`src/rtl/core/hsl_to_rgb_pixel_converter_unit_macros.svh`:
```
// ----------------------------------------------------------------------------
// HSL to RGB converter assertion macros
// Shared concurrent assertion forms, clocked on clk and idle during reset.
// ----------------------------------------------------------------------------
`ifndef HSL_TO_RGB_PIXEL_CONVERTER_UNIT_MACROS_SVH
`define HSL_TO_RGB_PIXEL_CONVERTER_UNIT_MACROS_SVH

// Consequent must hold in the same cycle as the antecedent.
`define H2R_ASSERT_NOW(name, ante, cons, msg) \
	name: assert property (@(posedge clk) disable iff (!arst_n) (ante) |-> (cons)) \
		else $error(msg);

// Consequent must hold in the cycle after the antecedent.
`define H2R_ASSERT_NEXT(name, ante, cons, msg) \
	name: assert property (@(posedge clk) disable iff (!arst_n) (ante) |=> (cons)) \
		else $error(msg);

`endif

```
`src/rtl/core/h2r_pkg.sv`:
```
// ----------------------------------------------------------------------------
// HSL to RGB converter package
// Pixel types, hue sector codes and fixed-point constants of the datapath.
// ----------------------------------------------------------------------------
`default_nettype none

package h2r_pkg;

	// Input pixel: hue in tenths of a degree, S and L in tenths of a percent.
	typedef struct packed {
		logic [11:0] hue;
		logic [9:0]  saturation;
		logic [9:0]  lightness;
		logic [11:0] alpha_in;
	} hsla_t;

	// Output pixel: unsigned Q0.12 channels.
	typedef struct packed {
		logic [11:0] red;
		logic [11:0] green;
		logic [11:0] blue;
		logic [11:0] alpha_out;
	} rgba_t;

	// Sixty-degree hue sectors.
	typedef enum logic [2:0] {
		SEC_RED_YEL = 3'd0,
		SEC_YEL_GRN = 3'd1,
		SEC_GRN_CYN = 3'd2,
		SEC_CYN_BLU = 3'd3,
		SEC_BLU_MAG = 3'd4,
		SEC_MAG_RED = 3'd5
	} sector_t;

	// Side information that rides along the arithmetic pipeline.
	typedef struct packed {
		sector_t     sector;
		logic [11:0] alpha;
	} side_t;

	// Hue and percentage scales.
	localparam logic [11:0] HUE_TURN   = 12'd3600;
	localparam logic [11:0] HUE_SECTOR = 12'd600;
	localparam logic [11:0] HUE_PAIR   = 12'd1200;
	localparam logic [9:0]  PCT_FULL   = 10'd1000;

	// Channel values are formed over a common denominator of 1.2e9.
	localparam logic [20:0] L_SCALE = 21'd1200000;
	localparam logic [9:0]  C_SCALE = 10'd600;

	// Quantizer: q = floor((8v + Y_BIAS) / DIV_D), same as round(v * 4096 / 1.2e9).
	localparam logic [33:0] Y_BIAS = 34'd1171875;
	localparam logic [21:0] DIV_D  = 22'd2343750;
	// floor(2^44 / DIV_D); estimate is taken from the top 22 bits of y.
	localparam logic [22:0] RECIP  = 23'd7505999;
	localparam logic [11:0] Q12_MAX = 12'd4095;

endpackage

`default_nettype wire

```
`src/rtl/core/h2r_front.sv`:
```
// ----------------------------------------------------------------------------
// HSL to RGB converter front end
// Four-stage chroma pipeline: wraps and clamps the inputs, forms chroma, the
// secondary term and the offset, and gives the three biased channel numerators.
// ----------------------------------------------------------------------------
`default_nettype none

module h2r_front (
	input  wire logic              clk,
	input  wire logic              arst_n,
	input  wire logic              in_valid,
	input  wire h2r_pkg::hsla_t    hsla,
	output logic                   out_valid,
	output logic [33:0]            y_c,
	output logic [33:0]            y_x,
	output logic [33:0]            y_m,
	output h2r_pkg::side_t         side
);

	// Stage 1 signals.
	logic [11:0] hue_wrap;
	logic [9:0]  sat_clamp;
	logic [9:0]  lig_clamp;
	logic [10:0] lig_dbl;
	logic [10:0] dev;
	logic [9:0]  cw;
	logic        v_s1;
	logic [11:0] hue_s1;
	logic [9:0]  sat_s1;
	logic [9:0]  lig_s1;
	logic [9:0]  cw_s1;
	logic [11:0] alpha_s1;

	// Stage 2 signals.
	h2r_pkg::sector_t sector;
	logic [11:0] h2;
	logic [11:0] xw;
	logic        v_s2;
	logic [19:0] cnum_s2;
	logic [9:0]  xw_s2;
	logic [9:0]  lig_s2;
	h2r_pkg::side_t side_s2;

	// Stage 3 signals.
	logic        v_s3;
	logic [29:0] xprod_s3;
	logic [30:0] lterm_s3;
	logic [29:0] cterm_s3;
	h2r_pkg::side_t side_s3;

	// Stage 4 signals.
	logic [30:0] mv;
	logic [30:0] vc;
	logic [30:0] vx;
	logic        v_s4;
	logic [33:0] yc_s4;
	logic [33:0] yx_s4;
	logic [33:0] ym_s4;
	h2r_pkg::side_t side_s4;

	// Valid bits travel with the pixel through all four stages.
	always_ff @(posedge clk or negedge arst_n) begin
		if (!arst_n) begin
			v_s1 <= 1'b0;
			v_s2 <= 1'b0;
			v_s3 <= 1'b0;
			v_s4 <= 1'b0;
		end else begin
			v_s1 <= in_valid;
			v_s2 <= v_s1;
			v_s3 <= v_s2;
			v_s4 <= v_s3;
		end
	end

	// Stage 1: wrap the hue into one turn, clamp S and L, and find 1 - |2L - 1|.
	always_comb begin
		hue_wrap  = (hsla.hue >= h2r_pkg::HUE_TURN) ? hsla.hue - h2r_pkg::HUE_TURN
			: hsla.hue;
		sat_clamp = (hsla.saturation > h2r_pkg::PCT_FULL) ? h2r_pkg::PCT_FULL
			: hsla.saturation;
		lig_clamp = (hsla.lightness > h2r_pkg::PCT_FULL) ? h2r_pkg::PCT_FULL
			: hsla.lightness;
		lig_dbl   = {lig_clamp, 1'b0};
		dev       = (lig_dbl >= 11'(h2r_pkg::PCT_FULL)) ? lig_dbl - 11'(h2r_pkg::PCT_FULL)
			: 11'(h2r_pkg::PCT_FULL) - lig_dbl;
		cw        = h2r_pkg::PCT_FULL - dev[9:0];
	end

	always_ff @(posedge clk) begin
		hue_s1   <= hue_wrap;
		sat_s1   <= sat_clamp;
		lig_s1   <= lig_clamp;
		cw_s1    <= cw;
		alpha_s1 <= hsla.alpha_in;
	end

	// Stage 2: chroma numerator, hue sector and the triangle weight of X.
	always_comb begin
		if (hue_s1 < h2r_pkg::HUE_SECTOR) begin
			sector = h2r_pkg::SEC_RED_YEL;
		end else if (hue_s1 < 12'(2 * h2r_pkg::HUE_SECTOR)) begin
			sector = h2r_pkg::SEC_YEL_GRN;
		end else if (hue_s1 < 12'(3 * h2r_pkg::HUE_SECTOR)) begin
			sector = h2r_pkg::SEC_GRN_CYN;
		end else if (hue_s1 < 12'(4 * h2r_pkg::HUE_SECTOR)) begin
			sector = h2r_pkg::SEC_CYN_BLU;
		end else if (hue_s1 < 12'(5 * h2r_pkg::HUE_SECTOR)) begin
			sector = h2r_pkg::SEC_BLU_MAG;
		end else begin
			sector = h2r_pkg::SEC_MAG_RED;
		end
		if (hue_s1 >= 12'(2 * h2r_pkg::HUE_PAIR)) begin
			h2 = hue_s1 - 12'(2 * h2r_pkg::HUE_PAIR);
		end else if (hue_s1 >= h2r_pkg::HUE_PAIR) begin
			h2 = hue_s1 - h2r_pkg::HUE_PAIR;
		end else begin
			h2 = hue_s1;
		end
		xw = (h2 >= h2r_pkg::HUE_SECTOR) ? h2r_pkg::HUE_PAIR - h2 : h2;
	end

	always_ff @(posedge clk) begin
		cnum_s2       <= cw_s1 * sat_s1;
		xw_s2         <= xw[9:0];
		lig_s2        <= lig_s1;
		side_s2.sector <= sector;
		side_s2.alpha  <= alpha_s1;
	end

	// Stage 3: the three independent products of the channel terms.
	always_ff @(posedge clk) begin
		xprod_s3 <= cnum_s2 * xw_s2;
		lterm_s3 <= lig_s2 * h2r_pkg::L_SCALE;
		cterm_s3 <= cnum_s2 * h2r_pkg::C_SCALE;
		side_s3  <= side_s2;
	end

	// Stage 4: add the offset to C and X, then scale and bias for the quantizer.
	always_comb begin
		mv = lterm_s3 - {1'b0, cterm_s3};
		vc = {cterm_s3, 1'b0} + mv;
		vx = {xprod_s3, 1'b0} + mv;
	end

	always_ff @(posedge clk) begin
		yc_s4   <= {vc, 3'b000} + h2r_pkg::Y_BIAS;
		yx_s4   <= {vx, 3'b000} + h2r_pkg::Y_BIAS;
		ym_s4   <= {mv, 3'b000} + h2r_pkg::Y_BIAS;
		side_s4 <= side_s3;
	end

	assign out_valid = v_s4;
	assign y_c       = yc_s4;
	assign y_x       = yx_s4;
	assign y_m       = ym_s4;
	assign side      = side_s4;

endmodule

`default_nettype wire

```
`src/rtl/core/h2r_q12_round.sv`:
```
// ----------------------------------------------------------------------------
// HSL to RGB converter channel quantizer
// Three-stage divide by a constant: reciprocal estimate, back multiply, and one
// correction step, then saturation to the 12-bit range.
// ----------------------------------------------------------------------------
`default_nettype none

module h2r_q12_round (
	input  wire logic        clk,
	input  wire logic        arst_n,
	input  wire logic        in_valid,
	input  wire logic [33:0] y,
	output logic             out_valid,
	output logic [11:0]      q
);

	logic [44:0] est_prod;
	logic [34:0] back_prod;
	logic [33:0] rem;
	logic        bump;
	logic [12:0] q_full;

	logic        v_s5;
	logic        v_s6;
	logic        v_s7;
	logic [12:0] est_s5;
	logic [33:0] y_s5;
	logic [12:0] est_s6;
	logic [33:0] back_s6;
	logic [33:0] y_s6;
	logic [11:0] q_s7;

	// Valid bits for the three quantizer stages.
	always_ff @(posedge clk or negedge arst_n) begin
		if (!arst_n) begin
			v_s5 <= 1'b0;
			v_s6 <= 1'b0;
			v_s7 <= 1'b0;
		end else begin
			v_s5 <= in_valid;
			v_s6 <= v_s5;
			v_s7 <= v_s6;
		end
	end

	// Stage 5: quotient estimate from the top bits; it is exact or one short.
	assign est_prod = y[33:12] * h2r_pkg::RECIP;

	always_ff @(posedge clk) begin
		est_s5 <= est_prod[44:32];
		y_s5   <= y;
	end

	// Stage 6: multiply the estimate back by the divisor.
	assign back_prod = est_s5 * h2r_pkg::DIV_D;

	always_ff @(posedge clk) begin
		back_s6 <= back_prod[33:0];
		est_s6  <= est_s5;
		y_s6    <= y_s5;
	end

	// Stage 7: correct the estimate by the remainder and saturate at full scale.
	always_comb begin
		rem    = y_s6 - back_s6;
		bump   = (rem >= 34'(h2r_pkg::DIV_D));
		q_full = est_s6 + 13'(bump);
	end

	always_ff @(posedge clk) begin
		q_s7 <= q_full[12] ? h2r_pkg::Q12_MAX : q_full[11:0];
	end

	assign out_valid = v_s7;
	assign q         = q_s7;

endmodule

`default_nettype wire

```
`src/rtl/core/hsl_to_rgb_pixel_converter_unit.sv`:
```
// ----------------------------------------------------------------------------
// HSL to RGB pixel converter
// Converts one HSLA pixel per clock into an RGBA pixel in unsigned Q0.12.
// ----------------------------------------------------------------------------
// The unit accepts a pixel on every clock at which start is high; busy is
// always low, so pixels may be issued back to back without gaps. Each result
// appears on rgba for exactly one cycle with done high, in issue order. The
// path from the transfer that carried its input to the result runs through the
// eight register stages: four in the chroma front end, three in the per-channel
// quantizer that divides by a constant through a reciprocal multiply, and the
// output register that routes the channels by hue sector. The receiver cannot
// stall the unit and must take each result in the cycle it is presented.
`default_nettype none

`include "hsl_to_rgb_pixel_converter_unit_macros.svh"

module hsl_to_rgb_pixel_converter_unit (
	input  wire logic           clk,
	input  wire logic           arst_n,
	input  wire logic           start,
	output logic                busy,
	input  wire h2r_pkg::hsla_t hsla,
	output logic                done,
	output h2r_pkg::rgba_t      rgba
);

	logic           front_valid;
	logic [33:0]    y_c;
	logic [33:0]    y_x;
	logic [33:0]    y_m;
	h2r_pkg::side_t side_s4;
	h2r_pkg::side_t side_s5;
	h2r_pkg::side_t side_s6;
	h2r_pkg::side_t side_s7;

	logic           q_valid;
	logic           q_valid_x;
	logic           q_valid_m;
	logic [11:0]    q_c;
	logic [11:0]    q_x;
	logic [11:0]    q_m;

	logic           v_s8;
	h2r_pkg::rgba_t rgba_s8;
	h2r_pkg::rgba_t rgba_next;

	// The pipeline never stalls, so a transfer is taken on every start.
	assign busy = 1'b0;

	// Chroma front end.
	h2r_front u_front (
		.clk       (clk),
		.arst_n    (arst_n),
		.in_valid  (start),
		.hsla      (hsla),
		.out_valid (front_valid),
		.y_c       (y_c),
		.y_x       (y_x),
		.y_m       (y_m),
		.side      (side_s4)
	);

	// One quantizer per channel term.
	h2r_q12_round u_round_c (
		.clk       (clk),
		.arst_n    (arst_n),
		.in_valid  (front_valid),
		.y         (y_c),
		.out_valid (q_valid),
		.q         (q_c)
	);

	h2r_q12_round u_round_x (
		.clk       (clk),
		.arst_n    (arst_n),
		.in_valid  (front_valid),
		.y         (y_x),
		.out_valid (q_valid_x),
		.q         (q_x)
	);

	h2r_q12_round u_round_m (
		.clk       (clk),
		.arst_n    (arst_n),
		.in_valid  (front_valid),
		.y         (y_m),
		.out_valid (q_valid_m),
		.q         (q_m)
	);

	// Sector and alpha follow the quantizer stages.
	always_ff @(posedge clk) begin
		side_s5 <= side_s4;
		side_s6 <= side_s5;
		side_s7 <= side_s6;
	end

	// Place C, X and the bare offset on red, green and blue by hue sector.
	always_comb begin
		rgba_next.alpha_out = side_s7.alpha;
		unique case (side_s7.sector)
			h2r_pkg::SEC_RED_YEL: begin
				rgba_next.red   = q_c;
				rgba_next.green = q_x;
				rgba_next.blue  = q_m;
			end
			h2r_pkg::SEC_YEL_GRN: begin
				rgba_next.red   = q_x;
				rgba_next.green = q_c;
				rgba_next.blue  = q_m;
			end
			h2r_pkg::SEC_GRN_CYN: begin
				rgba_next.red   = q_m;
				rgba_next.green = q_c;
				rgba_next.blue  = q_x;
			end
			h2r_pkg::SEC_CYN_BLU: begin
				rgba_next.red   = q_m;
				rgba_next.green = q_x;
				rgba_next.blue  = q_c;
			end
			h2r_pkg::SEC_BLU_MAG: begin
				rgba_next.red   = q_x;
				rgba_next.green = q_m;
				rgba_next.blue  = q_c;
			end
			default: begin
				rgba_next.red   = q_c;
				rgba_next.green = q_m;
				rgba_next.blue  = q_x;
			end
		endcase
	end

	// Output register and result strobe; all three quantizers run in lockstep.
	always_ff @(posedge clk or negedge arst_n) begin
		if (!arst_n) begin
			v_s8 <= 1'b0;
		end else begin
			v_s8 <= q_valid & q_valid_x & q_valid_m;
		end
	end

	always_ff @(posedge clk) begin
		rgba_s8 <= rgba_next;
	end

	assign done = v_s8;
	assign rgba = rgba_s8;

	// Every result comes from a matching earlier transfer on start.
	`H2R_ASSERT_NOW(a_done_latency, done, $past(start, 8), "result without a matching transfer")

	// Alpha passes through with the pixel.
	`H2R_ASSERT_NOW(a_alpha_pass, done, rgba.alpha_out == $past(hsla.alpha_in, 8),
		"alpha does not match its input pixel")

	// A pixel with no saturation comes out gray.
	`H2R_ASSERT_NEXT(a_gray, $past(start && (hsla.saturation == 10'd0), 7),
		(rgba.red == rgba.green) && (rgba.green == rgba.blue),
		"zero saturation did not give equal channels")

endmodule

`default_nettype wire
```
`config.mk`:
```
export PLATFORM = sky130hd
export DESIGN_NAME = hsl_to_rgb_pixel_converter_unit
export DESIGN_NICKNAME = d
export VERILOG_FILES = /design/src/rtl/core/h2r_pkg.sv /design/src/rtl/core/h2r_front.sv /design/src/rtl/core/h2r_q12_round.sv /design/src/rtl/core/hsl_to_rgb_pixel_converter_unit.sv
export VERILOG_INCLUDE_DIRS = /design/src /design/src/rtl/core
export SDC_FILE = /design/constraint.sdc
export NUM_CORES = 2
export LEC_CHECK = 0
export BUFFER_PORTS_ARGS = -buffer_cell sky130_fd_sc_hd__buf_2
export CAP_MARGIN = 10
export CORE_ASPECT_RATIO = 1.4
export CORE_MARGIN = 5
export CORE_UTILIZATION = 41
export DETAILED_ROUTE_END_ITERATION = 7
export GPL_ROUTABILITY_DRIVEN = 0
export PLACE_DENSITY_LB_ADDON = 0.25
export SKIP_CTS_REPAIR_TIMING = 1
export SLEW_MARGIN = 15
export SYNTH_ARGS = -nofsm -noshare
export SYNTH_HDL_FRONTEND = slang
export SYNTH_HIERARCHICAL = 1
export SYNTH_SLANG_ARGS = --single-unit
```
`constraint.sdc`:
```
create_clock -name clk -period 10.41 [get_ports clk]
set_input_delay 1.041 -clock clk [delete_from_list [all_inputs] [get_ports clk]]
set_output_delay 1.041 -clock clk [all_outputs]
set_load 0.02 [all_outputs]
```
* After elaboration in Yosys (flattened, before gate mapping) *
Cells that the tools add are included.

storage, ports and cells
  flip-flop bits (word level) = 840
  input port bits = 47
  output and inout bits = 50
  logic and storage cells = 120

operators by class
  add/sub/neg operators = 19
  multipliers = 10
  magnitude comparators = 15
  equal/unequal tests = 4
  multiplexer cells = 11
  reduce and logical (&&, ||, !) cells = 3

operators by type and width
  operator                                                       count
  case mux 36 bit (5 select lines)                               1
  multiplier 22 x 23 -> 45 bit (second input constant)           3
  adder 34 x 21 -> 34 bit (second input constant)                3
  >= comparator 34 x 22 -> 1 bit (second input constant)         3
  subtractor 34 bit                                              3
  multiplier 13 x 21 -> 33 bit (second input constant)           3
  adder 31 bit                                                   2
  adder 13 x 1 -> 13 bit                                         3
  two-way mux 12 bit                                             3
  subtractor 31 x 30 -> 31 bit                                   1
  multiplier 20 x 10 -> 30 bit                                   1
  two-way mux 10 bit                                             3
  multiplier 20 x 7 -> 27 bit (second input constant)            1
  >= comparator 12 bit (second input constant)                   2
  less-than comparator 12 x 11 -> 1 bit (second input constant)  2
  less-than comparator 12 bit (second input constant)            2
  multiplier 10 x 14 -> 24 bit (second input constant)           1
  subtractor 12 bit (second input constant)                      2
  > comparator 10 bit (second input constant)                    2
  multiplier 10 x 10 -> 20 bit                                   1
  subtractor 10 bit (first input constant)                       2
  >= comparator 12 x 10 -> 1 bit (second input constant)         1
  >= comparator 12 x 11 -> 1 bit (second input constant)         1
  less-than comparator 12 x 10 -> 1 bit (second input constant)  1
  12 further kinds                                               15

* Logic depth before layout (Yosys ltp) *
  depth in word-level cells = 5
  mapped depth = 24
  mapped depth without buffers = 24

* Hierarchy *
Netlist, hierarchy kept.

modules (own cells, without submodules)
  module                           instances  cells each  area an instance (sq um)  sequential area each (sq um)
  h2r_front                        1          2949        26940.8                   6045.8
  h2r_q12_round at u_round_c       1          1649        16717.3                   2797.7
  h2r_q12_round at u_round_m       1          1662        16699.8                   2797.7
  h2r_q12_round at u_round_x       1          1629        16544.6                   2797.7
  hsl_to_rgb_pixel_converter_unit  1          294         3191.8                    1886.8

* Worst setup path before layout *
Ideal clock, no wire load.

  path kind = reg-to-reg
  from = register u_front.yc_s4[32] (netlist: u_front/y_c[32])
  to = register u_round_c.est_s5[11]
  setup time = 0.123 ns
  data arrival time = 6.296 ns
  required time = 10.287 ns
  setup slack = 3.991 ns
  stages on the path, launching flop included = 21
  buffers on the path = 0
  period minus slack after synthesis = 6.419 ns
  cell sequence = dfxtp_1 -> fa_1 -> fa_1 -> fa_1 -> fa_1 -> fa_1 -> fa_1 -> inv_1 -> fa_1 -> inv_1 -> ha_1 -> a21o_1 -> a21o_1 -> a21oi_1 -> o22ai_1 -> o311ai_1 -> nand2_1 -> a311oi_1 -> a211o_1 -> o21bai_1 -> xor2_1

between the ends
  cells in the longest elaborated chain, start to end = 1

RTL lines
  what                          RTL line             RTL
  from (decl)                   h2r_front.sv:56      logic [33:0] yc_s4;
  from (signal assigned)        h2r_front.sv:147     yc_s4 <= {vc, 3'b000} + h2r_pkg::Y_BIAS;
  multiplier 22 x 23 -> 45 bit  h2r_q12_round.sv:47  assign est_prod = y[33:12] * h2r_pkg::RECIP;
  net u_round_c.est_prod[43]    h2r_q12_round.sv:17  logic [44:0] est_prod;
  to (signal assigned)          h2r_q12_round.sv:50  est_s5 <= est_prod[44:32];
  to (decl)                     h2r_q12_round.sv:26  logic [12:0] est_s5;

The timed path passes the listed nets, and every way through them passes these cells.
A chain may end at the register's enable or synchronous reset.

* Worst setup path in the final report *
Same ends and word-level chain as after synthesis.

==> metrics.csv <==
stage,metric,value,unit
outcome,status,"finished, final reports clean",
yosys,Post-Syn Area,0.0801,mm²
timing,Final Max Slew Viols,0,
critical_path,max incr delay on CP,0.61,ns
timing,Worst-Margin Slew,1.11,ns
timing,Fin Hold WS,0.218,ns
global_routing,first-pass GRT wire length,302000,µm
finish,share of layout cells above drive strength 1,4.69,%
critical_path,crit-path cells,"fa_1, fa_1, fa_1, fa_1, fa_1, fa_1, inv_1, fa_1, inv_1, ha_1, a21o_1, a21o_1, a21oi_1, o22ai_1, o311ai_1, nand2_1, a311oi_1, a211o_1, o21bai_1, xor2_1",
global_routing,largest net degree at the start of global routing,75,
timing,Final Cycle Share,68.0,%
critical_path,worst endpoint data arrival time,7.66,ns
critical_path,Worst setup EP type,flip-flop,
critical_path,CP max-delay cell,dfxtp_1,
clock_tree,CTS buffer count,90,
flow_run,total of max-cap violations,0,
drt,post-route DRC violation count,0,
critical_path,CP Max Fanout,10,
drt,routed vias,55100,
critical_path,critical path launch point type,flip-flop,
timing,RSZ-0062 raised after global routing,false,
clock_tree,"CTS clk-pin slew, worst paths",0.06,ns
drt,drt first pass iters,5,
finish,most frequent cells in the layout,"inv_1, ha_1, fa_1",
finish,cell area after layout,0.0866,mm²
clock_tree,Root Buffer,clkbuf_16,
floorplan,I/O pin count,97,
drt,drt total wl,184000,µm
global_routing,initial antenna violation count,2,
floorplan,core area,0.195,mm²
placed_design,"worst slack, placed",3.34,ns
clock_tree,clk buf depth,3,
timing,Setup Skew,0.0473,ns
hold_path,Worst Hold Class,input pin to asynchronous set/reset pin,
drt,DR iter-0 viols,1858,
finish,fillers,18700,
critical_path,R2R Path Start,u_front/y_c[32]$_DFF_P_,
timing,Slew HR,26.1,%
timing,# setup viols final,0,
timing,final hold vios,0,
drt,vias per cell,5.03,
finish,synth-to-layout area growth,8.13,%
critical_path,CP Launch Point,u_front/y_c[32]$_DFF_P_,
global_routing,Overflow after GRT,0,
clock_tree,H-tree depth,3,
timing,Tmin final,7.08,ns
clock_tree,worst-skew pair later-pin latency,0.70,ns
placed_design,DP Area,0.0834,mm²
global_routing,vias in the first global route,59000,
drt,WL per Instance,16.8,µm
floorplan,Die X,383,µm
finish,nets,10700,
drt,DRT antenna net count,0,
yosys,Synth Instances,8180,
timing,setup ws final,3.33,ns
yosys,Syn. warnings,6,
floorplan,Die ar.,0.204,mm²
floorplan,row count,192,
placed_design,port buffer count,95,
clock_tree,TritonCTS Sinks,812,
clock_tree,CTS tree,yes,
critical_path,Critical Path RT,10.99,ns
critical_path,most used cell along the critical path,fa_1,
critical_path,Setup CP Type,flip-flop to flip-flop,
floorplan,Die Y,533,µm
finish,"commonest non-fill, non-tap cell in the layout",inv_1,
global_routing,GRT Util Overall,18.2,%
floorplan,Initial Util,41.1,%
timing,setup TNS,0,ns
timing,FMAX,141,MHz
yosys,Synth Area per Inst,9.79,µm²
placed_design,HPWL Detailed,154000,µm
final timing paths:
check	endpoint	slack (ns)	cells after the start
min	done$_DFF_PN0_	0.22	1
max reg2reg	u_round_c/est_s5[11]$_DFF_P_	3.33	20
min in group clk	side_s5[13]$_DFF_P_	0.31	0
max in group asynchronous	u_round_x/v_s5$_DFF_PN0_	9.96	1
min reg2reg	side_s5[13]$_DFF_P_	0.31	0
max	u_round_c/est_s5[11]$_DFF_P_	3.33	20
per-stage QoR:
| step | utilization [%] | cells |
|---|---|---|
| 4_1_cts | 44.4 | 11000 |
| 3_3_place_gp | 42.8 | 10800 |
| 6_report | 44.4 | 11000 |
| 5_1_grt | 44.4 | 11000 |
| 3_5_place_dp | 42.8 | 10800 |
| 2_1_floorplan | - | 8194 |
state kept, by name, indices dropped and copies added (netlist names), 19 cells and up:
register           cells
rgba                  48
u_front/cnum_s2       19
u_front/cterm_s3      26
u_front/lterm_s3      24
u_front/xprod_s3      29
u_front/y_c           27
u_front/y_m           26
u_front/y_x           29
u_round_c/back_s6     32
u_round_c/y_s5        33
u_round_c/y_s6        33
u_round_m/back_s6     32
u_round_m/y_s5        33
u_round_m/y_s6        33
u_round_x/back_s6     32
u_round_x/y_s5        33
u_round_x/y_s6        33
critical path: cells and delay by family, from the launching register on:
kind	cells	cell delay, ns
buffers and inverters	2	0.10
adders and majority gates	8	4.05
and+or+nand+nor	1	0.21
xor gates and xnor gates	1	0.14
AOI/OAI and AO/OA	8	1.82
DFF	1	0.61
per-layer routing:
layer,vias to the layer above,wire length [µm],GRT usage [%]
met5,-,0,0
met4,0,8300,7.19
met3,343,4800,1.77
met2,815,96700,34.7
met1,26800,73900,20.6
li1,27100,-,-
area by class of cell:
type	count	area, µm²	share of cell area [%]
Multi-Input combinational cell	5647	57200	66.1
Tap cell	2619	3280	3.78
Sequential cell	812	16300	18.9
Clock buffer	108	2430	2.81
Clock inverter	61	734	0.848
Inverter	1599	6000	6.93
Timing Repair Buffer	114	618	0.714
Antenna cell	1	2.50	0.00289
Power is left out: the tool's default activity adds up to more than one toggle a clock period on the data nets, which glitch-free logic cannot reach.
